--- src/sv/dlr_pkg.sv ---
// shared types and constants for the delta rgba line reconstruction block
// no dependencies
package dlr_pkg;

    // configuration register layout
    localparam int unsigned WIDTH_W    = 13;
    localparam int unsigned HEIGHT_W   = 16;
    localparam int unsigned CFG_IDX_W  = 2;
    localparam int unsigned CFG_DATA_W = 16;

    typedef logic [CFG_IDX_W-1:0] t_cfg_idx;

    localparam t_cfg_idx CFG_IMAGE_WIDTH   = 2'd0;
    localparam t_cfg_idx CFG_IMAGE_HEIGHT  = 2'd1;
    localparam t_cfg_idx CFG_ALPHA_ENABLED = 2'd2;

    localparam logic [WIDTH_W-1:0]  WIDTH_RST  = 13'd4096;
    localparam logic [HEIGHT_W-1:0] HEIGHT_RST = 16'd4096;

    // line store depth default
    localparam int unsigned MAX_WIDTH_DEF = 4096;

    // alpha value when alpha is disabled
    localparam logic [7:0] ALPHA_OPAQUE = 8'hff;

    // one pixel, also the line store word
    typedef struct packed {
        logic [7:0] red;
        logic [7:0] green;
        logic [7:0] blue;
        logic [7:0] alpha;
    } t_pix;

    // position of a pixel in the frame
    typedef struct packed {
        logic last_col;
        logic last_row;
        logic has_above;
    } t_pos_flags;

endpackage

--- src/sv/dlr_pix.sv ---
// pixel datapath: green decorrelation, row running sums, add of pixel above
// depends on dlr_pkg
module dlr_pix (
    input  logic                 i_clk,
    input  logic                 i_rst_n,
    input  logic                 i_fire,
    input  logic                 i_alpha_en,
    input  dlr_pkg::t_pix        i_delta,
    input  dlr_pkg::t_pos_flags  i_flags,
    input  dlr_pkg::t_pix        i_above,
    output dlr_pkg::t_pix        o_pix
);
    import dlr_pkg::*;

    t_pix r_sum, n_sum;
    t_pix dec;
    t_pix sum_add;

    // add green into red and blue, drop alpha when disabled
    always_comb begin
        dec.green = i_delta.green;
        dec.red   = i_delta.red + i_delta.green;
        dec.blue  = i_delta.blue + i_delta.green;
        dec.alpha = i_alpha_en ? i_delta.alpha : 8'd0;
    end

    // running sums along the row
    always_comb begin
        sum_add.red   = r_sum.red + dec.red;
        sum_add.green = r_sum.green + dec.green;
        sum_add.blue  = r_sum.blue + dec.blue;
        sum_add.alpha = r_sum.alpha + dec.alpha;
    end

    // add the pixel above from the second row on
    always_comb begin
        o_pix = sum_add;
        if (i_flags.has_above) begin
            o_pix.red   = sum_add.red + i_above.red;
            o_pix.green = sum_add.green + i_above.green;
            o_pix.blue  = sum_add.blue + i_above.blue;
            o_pix.alpha = sum_add.alpha + i_above.alpha;
        end
        if (!i_alpha_en) begin
            o_pix.alpha = ALPHA_OPAQUE;
        end
    end

    // sums clear after the last pixel of a row
    always_comb begin
        n_sum = r_sum;
        if (i_fire) begin
            n_sum = i_flags.last_col ? '0 : sum_add;
        end
    end

    always_ff @(posedge i_clk) begin
        if (!i_rst_n) begin
            r_sum <= '0;
        end else begin
            r_sum <= n_sum;
        end
    end

endmodule

--- config.mk ---
export PLATFORM = sky130hd
export DESIGN_NAME = dlr_pix
export DESIGN_NICKNAME = d
export VERILOG_FILES = /design/src/sv/dlr_pkg.sv /design/src/sv/dlr_pix.sv
export SDC_FILE = /design/constraint.sdc
export NUM_CORES = 1
export LEC_CHECK = 0
export BUFFER_PORTS_ARGS = -buffer_cell sky130_fd_sc_hd__buf_2
export CORE_MARGIN = 5
export CORE_UTILIZATION = 50
export CTS_CLUSTER_SIZE = 28
export DETAILED_ROUTE_END_ITERATION = 7
export MAX_ROUTING_LAYER = met4
export PLACE_DENSITY = 0.77
export SKIP_CTS_REPAIR_TIMING = 1
export SYNTH_ARGS = -nofsm -noshare
export SYNTH_HDL_FRONTEND = slang
export SYNTH_SLANG_ARGS = --single-unit
export TNS_END_PERCENT = 50
--- constraint.sdc ---
create_clock -name i_clk -period 9.61 [get_ports i_clk]
set_clock_uncertainty 0.1 [all_clocks]
set_input_delay 2.883 -clock i_clk [delete_from_list [all_inputs] [get_ports i_clk]]
set_output_delay 2.883 -clock i_clk [all_outputs]
set_load 0.02 [all_outputs]
### Yosys cells after proc, flatten, opt, wreduce, memory -nomap -nowiden

Index checks and enable logic that the tools add are counted.

* register bits: 32
* input bits: 71
* output and inout port bits: 32
* word-level logic and storage cells: 18

* $add $sub $neg: 10
* muxes and demuxes: 4

Operators by type and width (number)
* adder 8 bit: 10
* two-way mux 32 bit: 2
* two-way mux 8 bit: 2

### Longest topological paths before layout

* depth after elaboration: 5
* gate-level depth with buffers: 16
* mapped depth without buffers: 16

### Worst setup path before layout

OpenSTA, ideal clock, no wires.

* kind: input to output
* start point: in i_delta[9] in the netlist's numbering
* end point: out o_pix[15] in the netlist's numbering
* arrival time: 5.979 ns
* data required time: 6.627 ns
* path slack: 0.648 ns
* cell stages on the path: 16
* buffers on the path: 0
* path through: inv_1 -> fa_1 -> inv_1 -> ha_1 -> fa_1 -> a21o_1 -> a21oi_1 -> xnor2_1 -> inv_1 -> ha_1 -> o21a_1 -> o21a_1 -> o22ai_1 -> xnor2_1 -> nand2_1 -> xor2_1

RTL lines
* start: declaration: line dlr_pix.sv:8 `input dlr_pkg::t_pix i_delta,`
* end: declaration: line dlr_pix.sv:11 `output dlr_pkg::t_pix o_pix`

==> results.txt <==
remaining antenna violation count after routing - 0
CP required - 6630 ps
Placed Instances - 714
setup TNS - 0 ps
Setup-failing EPs final - 0
Max VDD drop - 142 µV
Detail Placement HPWL - 8640 µm
Async SR Flop Fraction - 0%
Die W - 102 µm
FMAX - 107 MHz
core footprint - 8260 µm²
gr ovfl total - 0
Startpoint Class - input pin
sequential share of power - 17.8%
Final Hold Vio Count - 0
Initial Utilization - 51.3%
critical path class - in2out
Int Power - 443 µW
global-route wire length before repair - 18100 µm
die area - 10400 µm²
Layout Cells excl Fill - 721
CTS H-tree lvls - 2
# IOs - 103
gpl congestion - 0.821
aggregate global-route resource usage - 21.8%
cells on worst reg2reg path - 11
CTS tree - done
Yosys cell types - 47
post-layout minimum cycle time - 9320 ps
EDFF count, synth - 0
cts bufs inserted - 5
largest net degree at the start of global routing - 37
CTS root buf - clkbuf_8
Clock power frac - 12.1%
initial antenna violation count - 0
sequential element share of the synthesized area - 15.1%
Slew Limit Fails - 0
Leakage - 0.00231 µW
number of global-route vias before repair - 3998
final wirelength - 10600 µm
Iter 0 DRT Violations - 131
Pwr Total - 839 µW
largest registers - r_sum (32)
clk slew on worst S/H paths - 70 ps
top_reg_cell synth - dfxtp_1
crit path DAT - 6340 ps
#FFs+latches synth - 32
CP endpoint kind - output pin
status - finished, final reports clean
Net count, final - 764
Mapped Nets - 671
Min-Delay Path Class - reg2reg
combinational power share - 70.1%
Initial DRT Pass Iterations - 4
total clock sinks - 32
Worst Max-Slew Pin Slew - 687 ps
Die Y - 102 µm
Residual DRC - 0
Core Util, Final - 59.2%
Port Buf Inserts - 101
NetSw - 396 µW
clk buf depth - 2
Biggest register - r_sum
fin crit share - 97.0%
fraction of layout instances using a drive strength above 1 - 19.2%
worst hold slack - 389 ps
Layout area overhead - 15.3%
drt wl/cell - 14.7 µm
Antenna diodes - 0
via/cell ratio - 5.46
mapped cell area - 4240 µm²
switching share of power - 47.2%
Worst Path Max Fanout - 4
relative slew slack - 54.1%
unrepaired setup endpoints after global routing - false
Syn Area/Cell - 8.11 µm²
cells after synthesis - 523
# rows - 33
hold-critical path depth - 1
PD cells - 172 nW/µm²
later-pin clock latency in the skew report - 290 ps
max reg flops - 32
routed vias - 3935
max_cap viols - 0
Synthesis Warnings - 0
[cells by family (layout without fill, tap and decap cells)]
| kind of cell | after synthesis | after routing | share of synthesized area, % |
|---|---|---|---|
| flip-flops | 32 | 32 | 15.1 |
| AO/OA/AOI/OAI | 149 | 149 | 21.8 |
| multiplexers | 14 | 14 | 3.51 |
| XOR/XNOR | 47 | 47 | 9.71 |
| adder cells (fa/ha/maj) | 77 | 77 | 26.6 |
| buffers and inverters | 69 | 162 | 6.46 |
| AND/OR/NAND/NOR | 135 | 135 | 16.7 |
[synthesized netlist by cell type, types with 2 or more instances]
cell | n | area share (%)
o21ai_0 | 36 | 4.3
a21oi_1 | 36 | 4.3
o22ai_1 | 22 | 3.2
nor4_1 | 2 | 0.30
nand2_1 | 38 | 3.4
o21bai_1 | 9 | 1.6
mux2i_1 | 7 | 1.7
nor3b_1 | 2 | 0.35
dfxtp_1 | 32 | 15
nor2_1 | 16 | 1.4
buf_1 | 2 | 0.18
a211oi_1 | 7 | 1.2
xor2_1 | 12 | 2.5
ha_1 | 55 | 16
a22o_1 | 6 | 1.2
xnor2_1 | 35 | 7.2
inv_1 | 52 | 4.6
and2_1 | 25 | 3.7
nand2b_1 | 5 | 0.74
clkbuf_1 | 13 | 1.2
or3_1 | 4 | 0.59
o21a_1 | 4 | 0.71
a21o_1 | 12 | 2.1
a31oi_1 | 3 | 0.44
mux2_2 | 7 | 1.9
o211ai_1 | 4 | 0.71
nor2b_1 | 20 | 3.0
nand3_1 | 6 | 0.71
nor4b_1 | 3 | 0.62
fa_1 | 22 | 10
buf_6 | 2 | 0.53
nor3_1 | 9 | 1.1
[power by group through the flow]
stage,Combinational [µW],Sequential [µW],Clock [µW]
after global placement,560,151,0
after global routing,655,150,110
final,589,149,102
after CTS,588,149,102
after floorplan,439,151,0
after detailed placement,584,152,0
[layout make-up]
class                           instances  area, µm²
Fill cell                             781       3370
Multi-Input combinational cell        422       3320
Sequential cell                        32        641
Timing Repair Buffer                  103        520
Inverter                               52        195
Tap cell                              105        131
Clock buffer                            6       72.6
Clock inverter                          1       5.00
[worst paths after layout]
check	startpoint	end	slack (ps)
max	i_delta[17]	o_pix[15]	290
min	r_sum[21]$_SDFFE_PN0P_	r_sum[21]$_SDFFE_PN0P_	390
max reg2reg	r_sum[9]$_SDFFE_PN0P_	r_sum[15]$_SDFFE_PN0P_	6820
min reg2reg	r_sum[21]$_SDFFE_PN0P_	r_sum[21]$_SDFFE_PN0P_	390
[metal layers]
layer  part of all wire (%)  GRT usage (%)  up-vias
li1                       -              -     2018
met1                     46           28.6     1835
met2                     50           36.7       73
met3                    3.7           3.07        9
met4                   0.72           3.53        0
met5                      0              -        -
[through the flow]
stage          setup slack (ps)  cell area [µm²]
2_1_floorplan               648             4240
3_3_place_gp                367             4810
3_5_place_dp                284             4810
4_1_cts                     282             4890
5_1_grt                    27.2             4890
6_report                    288             4890
[worst max-delay path, stage by stage]
cell and delay [ps]:
buf_2 120, inv_1 100, fa_1 510, inv_1 40, ha_1 220, fa_1 410, a21o_1 170, a21oi_1 250
xnor2_1 210, inv_1 70, ha_1 330, o21a_1 130, o21a_1 160, o22ai_1 190, xnor2_1 140, nand2_1 80
xor2_1 140, buf_2 180
[placed cells by master, fill, tap and decap left out, types with 6 or more instances in the layout]
cell type	synthesis	routed
dfxtp_1	32	32
o22ai_1	22	22
nand3_1	6	6
xor2_1	12	12
fa_1	22	22
nor2b_1	20	20
nor3_1	9	9
and2_1	25	25
a211oi_1	7	7
a22o_1	6	6
mux2i_1	7	7
buf_2	0	101
xnor2_1	35	35
ha_1	55	55
nand2_1	38	38
inv_1	52	52
mux2_2	7	7
nor2_1	16	16
a21o_1	12	12
a21oi_1	36	36
o21bai_1	9	9
o21ai_0	36	35
Power figures use the tool's default switching activity.
