## src/sv/dlr_pkg.sv

```systemverilog
// shared types and constants for the delta rgba line reconstruction block
// no dependencies
package dlr_pkg;

    // configuration register layout
    localparam int unsigned WIDTH_W    = 13;
    localparam int unsigned HEIGHT_W   = 16;
    localparam int unsigned CFG_IDX_W  = 2;
    localparam int unsigned CFG_DATA_W = 16;

    typedef logic [CFG_IDX_W-1:0] t_cfg_idx;

    localparam t_cfg_idx CFG_IMAGE_WIDTH   = 2'd0;
    localparam t_cfg_idx CFG_IMAGE_HEIGHT  = 2'd1;
    localparam t_cfg_idx CFG_ALPHA_ENABLED = 2'd2;

    localparam logic [WIDTH_W-1:0]  WIDTH_RST  = 13'd4096;
    localparam logic [HEIGHT_W-1:0] HEIGHT_RST = 16'd4096;

    // line store depth default
    localparam int unsigned MAX_WIDTH_DEF = 4096;

    // alpha value when alpha is disabled
    localparam logic [7:0] ALPHA_OPAQUE = 8'hff;

    // one pixel, also the line store word
    typedef struct packed {
        logic [7:0] red;
        logic [7:0] green;
        logic [7:0] blue;
        logic [7:0] alpha;
    } t_pix;

    // position of a pixel in the frame
    typedef struct packed {
        logic last_col;
        logic last_row;
        logic has_above;
    } t_pos_flags;

endpackage

```

## src/sv/dlr_pos.sv

```systemverilog
// column and row counters with end-of-row and end-of-frame detection
// depends on dlr_pkg
module dlr_pos #(
    parameter int unsigned MAX_WIDTH = dlr_pkg::MAX_WIDTH_DEF,
    localparam int unsigned COL_W = (MAX_WIDTH > 1) ? $clog2(MAX_WIDTH) : 1
) (
    input  logic                           i_clk,
    input  logic                           i_rst_n,
    input  logic                           i_adv,
    input  logic [dlr_pkg::WIDTH_W-1:0]    i_width,
    input  logic [dlr_pkg::HEIGHT_W-1:0]   i_height,
    output logic [COL_W-1:0]               o_col,
    output dlr_pkg::t_pos_flags            o_flags
);
    import dlr_pkg::*;

    localparam int unsigned MW_W = $clog2(MAX_WIDTH + 1);
    localparam int unsigned EW   = (WIDTH_W > MW_W) ? WIDTH_W : MW_W;
    localparam logic [EW-1:0] MAXW = EW'(MAX_WIDTH);

    logic [COL_W-1:0]    r_col, n_col;
    logic [HEIGHT_W-1:0] r_row, n_row;
    logic [EW-1:0]       w_ext;
    logic [EW-1:0]       w_m1;
    logic [HEIGHT_W-1:0] h_m1;
    logic                last_col;
    logic                last_row;

    // clamp width to 1..MAX_WIDTH and height to at least 1
    always_comb begin
        w_ext = EW'(i_width);
        priority if (w_ext == '0) begin
            w_m1 = '0;
        end else if (w_ext > MAXW) begin
            w_m1 = MAXW - EW'(1);
        end else begin
            w_m1 = w_ext - EW'(1);
        end
        h_m1 = (i_height == '0) ? '0 : i_height - HEIGHT_W'(1);
    end

    assign last_col = EW'(r_col) >= w_m1;
    assign last_row = r_row >= h_m1;

    // counter update on each accepted request
    always_comb begin
        n_col = r_col;
        n_row = r_row;
        if (i_adv) begin
            if (last_col) begin
                n_col = '0;
                n_row = last_row ? '0 : r_row + HEIGHT_W'(1);
            end else begin
                n_col = r_col + COL_W'(1);
            end
        end
    end

    always_ff @(posedge i_clk) begin
        if (!i_rst_n) begin
            r_col <= '0;
            r_row <= '0;
        end else begin
            r_col <= n_col;
            r_row <= n_row;
        end
    end

    assign o_col             = r_col;
    assign o_flags.last_col  = last_col;
    assign o_flags.last_row  = last_row;
    assign o_flags.has_above = r_row != '0;

endmodule

```

## config.mk

```make
export PLATFORM = sky130hd
export DESIGN_NAME = dlr_pos
export DESIGN_NICKNAME = d
export VERILOG_FILES = /design/src/sv/dlr_pkg.sv /design/src/sv/dlr_pos.sv
export SDC_FILE = /design/constraint.sdc
export NUM_CORES = 1
export LEC_CHECK = 0
export BUFFER_PORTS_ARGS = -buffer_cell sky130_fd_sc_hd__buf_2
export CORE_ASPECT_RATIO = 0.7
export CORE_MARGIN = 5
export CORE_UTILIZATION = 61
export DETAILED_ROUTE_END_ITERATION = 8
export HOLD_SLACK_MARGIN = 0.03
export PLACE_DENSITY = 0.86
export SYNTH_ARGS = -nofsm -noshare
export SYNTH_HDL_FRONTEND = slang
export SYNTH_SLANG_ARGS = --single-unit
export TNS_END_PERCENT = 10
```

## constraint.sdc

```tcl
create_clock -name i_clk -period 9.3 [get_ports i_clk]
set_clock_uncertainty 0.15 [all_clocks]
set_input_delay 0.93 -clock i_clk [delete_from_list [all_inputs] [get_ports i_clk]]
set_output_delay 0.93 -clock i_clk [all_outputs]
set_load 0.02 [all_outputs]
```

Word level (Yosys, flattened, before mapping) --
Index checks and enable logic that the tools add are counted.
Storage, ports and cells: register bits after elaboration 28, output and inout bits 15, logic and storage cells 18
Cells by class: magnitude comparators 3, muxes and demuxes 5, reduce and logical (&&, ||, !) cells 4, add/sub/neg operators 4
Operators with widths (number):
- 2-to-1 mux 16 bit | 2
- 2-to-1 mux 13 bit | 2
- adder 16 x 1 -> 16 bit (second input constant) | 1
- >= comparator 16 bit | 1
- logical NOT 16 bit | 1
- nonzero test 16 bit | 1
- subtractor 16 x 1 -> 16 bit (second input constant) | 1
- >= comparator 12 x 13 -> 1 bit | 1
- > comparator 13 bit (second input constant) | 1
- logical NOT 13 bit | 1
- subtractor 13 x 1 -> 13 bit (second input constant) | 1
- adder 12 x 1 -> 12 bit (second input constant) | 1
- 2-to-1 mux 12 bit | 1
- AND reduction 2 bit | 1

Longest topological paths before layout --
Gate-level depths: netlist of run 1.
word-level depth 5, mapped depth 16, depth with buffers taken out 14

Worst setup path after synthesis of run 1 --
Ideal clock, no wire load.
kind in2out, from input i_height[5] in the netlist's numbering, to output o_flags[1] in the netlist's numbering, arrival 3698 ps, path slack 4522 ps, stages 11, cell sequence nor4_1 -> nand4_1 -> and2_1 -> ha_1 -> nand2b_1 -> a2111oi_0 -> a2111oi_0 -> o31ai_4 -> buf_2 -> inv_1 -> buf_4
Between the ends: word-level cells in the longest chain between the ends 3, elaborated cells on any way between the ends 4, those cells by class 1 x add/sub; 1 x order compare; 1 x mux; 1 x reduce/logical
Ends and longest elaborated chain:
- start, declared | line dlr_pos.sv:11 | input logic [dlr_pkg::HEIGHT_W-1:0] i_height,
- subtractor 16 x 1 -> 16 bit or logical NOT 16 bit (tied branches) | line dlr_pos.sv:39 | h_m1 = (i_height == '0) ? '0 : i_height - HEIGHT_W'(1);
- 2-to-1 mux 16 bit * | line dlr_pos.sv:39
- >= comparator 16 bit * | line dlr_pos.sv:43 | assign last_row = r_row >= h_m1;
- end, declared | line dlr_pos.sv:13 | output dlr_pkg::t_pos_flags o_flags
Mark *: on every way between the ends. The rest lies on a longest branch, timed or not.

==> flow_metrics.py, run 1 <==
metrics = {
    "sta": {
        "fmax_ghz": 0.176,
        "setup_viol": 0,
        "tightestPinTransition_ns": 0.810,
        "hold_viol": 0,
        "relSlewSlack_pct": 45.6,
        "slew_violations": 0,
        "rsz0062_at_grt": "no",
        "fin_crit_sh_pct": 61.0,
        "tns_ns": 0,
        "period_needed_ns": 5.67,
    },
    "detailed_routing": {
        "via_per_inst": 6.12,
        "final_antenna_net_count": 0,
        "drcViolationCount": 0,
        "drt_wl_total_um": 6700,
        "dr.first_iter.drc_count": 237,
        "wl_per_cell_um": 14.9,
        "vias": 2754,
        "first_pass_iters": 5,
    },
    "synthesis": {
        "synth.distinct_cells": 55,
        "dominantRegCellSynth": "dfxtp_1",
        "synthSimpleGateAreaFrac_pct": 29.7,
        "synth_nets": 424,
        "syn_avg_cell_area_um2": 7.55,
        "synth_edf_count": 0,
        "yosysSeqAreaShare_pct": 20.8,
        "async_flop_share_pct": 0,
        "ys.warnings.count": 0,
        "synth_compound_area_share_pct": 17.7,
        "synth_top_family_by_area": "simple AND/OR/NAND/NOR gates",
        "synth_fa_ha_area_share_pct": 15.7,
        "synth_area_mm2": 0.00270,
        "synth_cells": 358,
        "synth_mux_area_share_pct": 0.741,
        "synth_xor_area_share_pct": 9.73,
        "ys_ff_latch": 28,
    },
    "floorplan": {
        "start_util_pct": 62.8,
        "ios": 47,
        "die_w_um": 89.5,
        "die_height_um": 65.7,
        "fp.coreArea_mm2": 0.00430,
        "row_count": 20,
        "dieArea_mm2": 0.00588,
    },
    "placement": {
        "numPortBuffers": 46,
        "dp_hpwl_um": 5290,
        "gp_congestion": 0.908,
    },
    "setup_path": {
        "critPathKind": "input pin to output pin",
        "rr_worst_depth": 7,
        "cp_cell_sequence": "buf_2 > nor4_1 > nand4_1 > and2_1 > ha_1 > nand2b_1 > a2111oi_0 > a2111oi_0 > o31ai_4 > inv_1 > buf_2",
        "r2r_slack_ns": 6.24,
        "r2r_start": "r_row[9]",
        "critPathLaunchType": "input pin",
        "reg2reg_to": "r_row[2]",
        "cp.arrival_ns": 4.59,
        "worst-path-max-fanout": 18,
        "required_ns": 8.22,
        "cpMaxStageDelayCell": "nor4_1",
        "critPathMaxStageDelay_ns": 0.69,
        "cp-end-kind": "output pin",
        "critPathLaunch": "i_height[4]",
        "critPathBufInv": 3,
        "critPathTopFamily": "simple AND/OR/NAND/NOR gates",
        "path_depth": 11,
    },
    "outcome": {
        "outcome": "finished, final reports clean",
    },
    "pwr": {
        "p_total_uw": 276,
        "clockPowerShare_pct": 35.6,
        "pwr-share-comb_pct": 18.9,
        "irDropWorstVdd_mv": 0.0907,
        "switching_share_pct": 27.0,
        "p_sw_uw": 74.6,
        "seq_power_share_pct": 45.5,
        "intPower_uw": 201,
        "p_leak_uw": 0.00136,
        "power_density_mw_per_mm2": 91.6,
    },
    "global_routing": {
        "antenna_found_initial": 0,
        "grt_max_degree": 19,
        "grt_pass1_vias": 2617,
        "grt_pass1_wl_um": 11800,
        "grt_usage_pct": 24.7,
        "grt.overflow.total": 0,
    },
    "worst_hold_path": {
        "hold_start": "r_row[0]",
        "hold_path.class": "flip-flop to flip-flop",
        "min_to": "r_row[0]",
        "hold_depth": 2,
    },
    "clocking": {
        "cts_root_buf": "clkbuf_8",
        "cts_setup_buffers": 0,
        "cts_num_sinks": 28,
        "cts_repair_resize_count": 0,
        "clk_latency_ns": 0.28,
        "cts_buffers": 3,
        "holdBufCountCts": 0,
        "clock_path_buffers": 2,
        "cts_tree": "yes",
        "clkTransAtPathRegs_ns": 0.10,
        "cts-htree-levels": 1,
    },
    "final_layout": {
        "final_cell_mix": "buf_2, nand2_1, ha_1, nor2_1, dfxtp_1",
        "antenna_cells": 0,
        "drive_gt1_share_pct": 15.2,
        "fillers": 389,
        "syn_to_final_growth_pct": 11.4,
        "nets": 462,
        "layout_commonest_cell": "buf_2",
    },
    "flow_run": {
        "drv_cap": 0,
    },
}
[cells by family (layout without fill, tap and decap cells)]
kind of cell | after synthesis | after routing
XOR/XNOR | 30 | 30
buffers and inverters | 37 | 74
multiplexers | 2 | 2
adder cells (fa/ha/maj) | 34 | 34
AND/OR/NAND/NOR | 157 | 157
flip-flops | 28 | 28
AO/OA/AOI/OAI | 70 | 70
[worst min-delay path, cell delays in order (launching register included)]
cell and delay [ns]:
dfxtp_1 0.36, nand2_1 0.06, o21ai_0 0.07
[Yosys cell counts, types with 5 or more instances]
| cell | n | share of area [%] |
|---|---|---|
| nor2_1 | 29 | 4.0 |
| nand2b_1 | 7 | 1.6 |
| dfxtp_1 | 28 | 21 |
| o21ai_0 | 7 | 1.3 |
| nor4_1 | 7 | 1.6 |
| nand3_1 | 21 | 3.9 |
| nand4_1 | 18 | 4.2 |
| clkbuf_1 | 7 | 0.97 |
| and3_1 | 5 | 1.2 |
| o22ai_1 | 8 | 1.9 |
| xnor2_1 | 11 | 3.6 |
| inv_1 | 24 | 3.3 |
| nor3_1 | 11 | 2.0 |
| a31oi_1 | 9 | 2.1 |
| ha_1 | 34 | 16 |
| nand2_1 | 42 | 5.8 |
| xor2_1 | 19 | 6.2 |
| a21oi_1 | 17 | 3.1 |
[registers in the layout, summed over array words and instances (netlist names)]
| register | flops |
|---|---|
| o_col | 12 |
| r_row | 16 |
[stage by stage]
stage	utilization (%)	instance area [um2]	std cells	hold WS (ns)	worst slack, ns
final	69.9	3010	450	0.394	3.63
after global routing	69.9	3010	450	0.423	3.12
after CTS	69.9	3010	450	0.400	3.65
after detailed placement	68.3	2940	446	0.387	3.66
after global placement	68.3	2940	446	0.348	3.82
after floorplan	-	2700	358	0.332	4.52
[worst max-delay path by stage]
stage,end
finish,o_flags[1]
global route,o_flags[1]
CTS,o_flags[1]
detailed placement,o_flags[1]
global placement,o_flags[1]
floorplan,o_flags[1]
[power groups by stage]
stage	sequential, uW	combinational (uW)	clock (uW)
after floorplan	127	32.7	0
after global placement	128	49.4	0
after detailed placement	128	51.2	0
after CTS	125	51.9	98.1
after global routing	126	59.7	105
final	125	52.2	98.0
[area by class of cell]
type                            instances  area, um2  share of cell area (%)
Clock buffer                            3       41.3                    1.37
Multi-Input combinational cell        293       1990                    66.1
Inverter                               24       90.1                    2.99
Clock inverter                          1       30.0                   0.998
Timing Repair Buffer                   46        230                    7.65
Sequential cell                        28        561                    18.6
Tap cell                               55       68.8                    2.29
[layer usage]
layer | routed length (um) | vias up | track usage (%)
li1 | - | 1372 | -
met3 | 542 | 10 | 3.76
met4 | 51 | 0 | 3.90
met1 | 3340 | 1262 | 37.1
met2 | 2760 | 110 | 37.3
met5 | 0 | - | 0
Power figures use the tool's default switching activity.
==> run 2: changes to the inputs <==
--- a/config.mk
+++ b/config.mk
@@ -8,10 +8,10 @@
 export BUFFER_PORTS_ARGS = -buffer_cell sky130_fd_sc_hd__buf_2
 export CORE_ASPECT_RATIO = 0.7
 export CORE_MARGIN = 5
-export CORE_UTILIZATION = 61
+export CORE_UTILIZATION = 52
 export DETAILED_ROUTE_END_ITERATION = 8
 export HOLD_SLACK_MARGIN = 0.03
-export PLACE_DENSITY = 0.86
+export PLACE_DENSITY = 0.78
 export SYNTH_ARGS = -nofsm -noshare
 export SYNTH_HDL_FRONTEND = slang
 export SYNTH_SLANG_ARGS = --single-unit
==> constraint.sdc (replaced) <==
create_clock -name i_clk -period 4.95 [get_ports i_clk]
set_clock_uncertainty 0.15 [all_clocks]
set_input_delay 0.495 -clock i_clk [delete_from_list [all_inputs] [get_ports i_clk]]
set_output_delay 0.495 -clock i_clk [all_outputs]
set_load 0.02 [all_outputs]
==> run 2 against run 1 <==
Cell count increased by 4.4%. Sequential power up 89%. Critical endpoint is now r_row[14]. Global-route usage decreased by 4.9 points. Via count decreased by 1.5%. Sequential cell count did not move. Register-to-register slack worse by 4.2 ns. Largest power group unchanged.
==> flow_metrics.py, run 2 (synthesized netlist as in run 1, its figures left out) <==
metrics = {
    "final_layout": {
        "layout_commonest_cell": "buf_2",
        "fillers": 484,
        "fin_util_pct": 59.3,
        "nets": 465,
        "largest_reg_flops": 16,
        "antenna_cells": 0,
        "top_register": "r_row",
        "drive_gt1_share_pct": 15.8,
        "syn_to_final_growth_pct": 13.1,
        "design_area_mm2": 0.00305,
        "final_cell_mix": "buf_2, nand2_1, ha_1, nor2_1, dfxtp_1",
    },
    "placement": {
        "place_area_mm2": 0.00298,
        "place_ws_ns": 0.539,
        "dp_hpwl_um": 5250,
        "numPortBuffers": 46,
        "gp_congestion": 0.919,
    },
    "clocking": {
        "clkTransAtPathRegs_ns": 0.10,
        "holdBufCountCts": 0,
        "cts_setup_buffers": 0,
        "cts_buffers": 3,
        "cts_root_buf": "clkbuf_8",
        "cts-htree-levels": 1,
        "cts_tree": "yes",
        "clock_path_buffers": 2,
        "clk_latency_ns": 0.28,
        "cts_repair_resize_count": 0,
        "cts_num_sinks": 28,
    },
    "detailed_routing": {
        "dr.first_iter.drc_count": 259,
        "final_antenna_net_count": 0,
        "drt_wl_total_um": 6530,
        "via_per_inst": 5.77,
        "wl_per_cell_um": 13.9,
        "first_pass_iters": 5,
        "drcViolationCount": 0,
        "vias": 2714,
    },
    "sta": {
        "period_needed_ns": 4.18,
        "slew_violations": 0,
        "rsz0062_at_grt": "no",
        "setup_viol": 0,
        "tns_ns": 0,
        "tightestPinTransition_ns": 0.853,
        "fmax_ghz": 0.239,
        "layout_setup_ws_ns": 0.767,
        "fin_crit_sh_pct": 84.5,
        "hold_viol": 0,
        "relSlewSlack_pct": 41.7,
    },
    "pwr": {
        "clockPowerShare_pct": 35.2,
        "irDropWorstVdd_mv": 0.122,
        "pwr-share-comb_pct": 18.9,
        "p_sw_uw": 135,
        "seq_power_share_pct": 45.9,
        "intPower_uw": 378,
        "power_density_mw_per_mm2": 168,
        "p_leak_uw": 0.00137,
        "switching_share_pct": 26.3,
    },
    "setup_path": {
        "crit_end": "r_row[14]",
        "worst-path-max-fanout": 14,
        "rr_worst_depth": 9,
        "critPathTopFamily": "simple AND/OR/NAND/NOR gates",
        "cp-end-kind": "flip-flop",
        "path_depth": 14,
        "critPathLaunch": "i_width[2]",
        "reg2reg_to": "r_row[2]",
        "critPathMaxStageDelay_ns": 0.49,
        "cp_common_cell": "a21oi_1",
        "r2r_slack_ns": 2.02,
        "cp.arrival_ns": 4.24,
        "required_ns": 5.01,
        "cpMaxStageDelayCell": "nand2b_1",
        "critPathLaunchType": "input pin",
        "critPathBufInv": 1,
        "critPathKind": "input pin to flip-flop",
        "r2r_start": "r_row[0]",
        "cp_cell_sequence": "buf_2 > nor4_2 > nand2_1 > or4_4 > nand2b_4 > or2_0 > o21ai_1 > ha_1 > a21oi_1 > a21boi_0 > o31ai_1 > a21oi_1 > nand2b_1 > a21oi_1",
    },
    "global_routing": {
        "antenna_found_initial": 0,
        "grt_max_degree": 19,
        "grt_pass1_vias": 2390,
        "grt_usage_pct": 19.8,
        "grt_pass1_wl_um": 11000,
        "grt.overflow.total": 0,
    },
    "floorplan": {
        "die_height_um": 70.3,
        "die_w_um": 96.1,
        "dieArea_mm2": 0.00676,
        "ios": 47,
        "row_count": 22,
        "fp.coreArea_mm2": 0.00515,
        "start_util_pct": 52.5,
    },
    "flow_run": {
        "drv_cap": 0,
    },
    "worst_hold_path": {
        "hold_path.class": "flip-flop to flip-flop",
    },
    "outcome": {
        "outcome": "finished, final reports clean",
    },
}
run 2: cell type report:
type | count | area [um2] | share of cell area (%)
clock buffer | 3 | 41.3 | 1.35
inverter | 24 | 90.1 | 2.95
sequential | 28 | 561 | 18.4
clock inverter | 1 | 30.0 | 0.983
timing repair buffer | 49 | 253 | 8.28
multi-input combinational | 293 | 1990 | 65.1
tap | 72 | 90.1 | 2.95
run 2: per-stage QoR:
| step | total power (uW) | cells | hold WS [ns] |
|---|---|---|---|
| 6_report | 513 | 470 | 0.399 |
| 2_1_floorplan | 300 | 358 | 0.332 |
| 4_1_cts | 514 | 470 | 0.399 |
| 3_5_place_dp | 336 | 466 | 0.384 |
| 3_3_place_gp | 334 | 466 | 0.366 |
| 5_1_grt | 541 | 470 | 0.441 |
run 2: worst reg2reg max path, cell delays in order, from the launching register on:
cell and delay, ns:
dfxtp_1 0.41, inv_1 0.11, ha_1 0.29, nand2b_1 0.13, a2111oi_0 0.38, a2111oi_0 0.19, o31ai_4 0.36, buf_4 0.27
nand3_2 0.24, o311ai_1 0.31
run 2: worst min-delay path by stage:
stage	from	end	cells past startpoint
4_1_cts	r_row[7]	r_row[7]	2
5_1_grt	r_row[7]	r_row[7]	2
3_3_place_gp	r_row[0]	r_row[0]	2
3_5_place_dp	r_row[7]	r_row[7]	2
6_report	r_row[0]	r_row[0]	2
2_1_floorplan	r_row[0]	r_row[0]	2
run 2: power groups by stage:
stage | sequential [uW] | combinational, uW | clock [uW]
after floorplan | 239 | 61.5 | 0
after global placement | 240 | 93.9 | 0
after detailed placement | 241 | 95.6 | 0
after CTS | 236 | 96.6 | 182
after global routing | 237 | 110 | 194
final | 236 | 96.8 | 180
run 2: layer usage:
layer	track usage [%]	wire, um	vias to the layer above
met1	31.6	3360	1215
met5	0	0	-
li1	-	-	1387
met4	2.21	24	0
met3	2.91	489	2
met2	28.3	2650	110
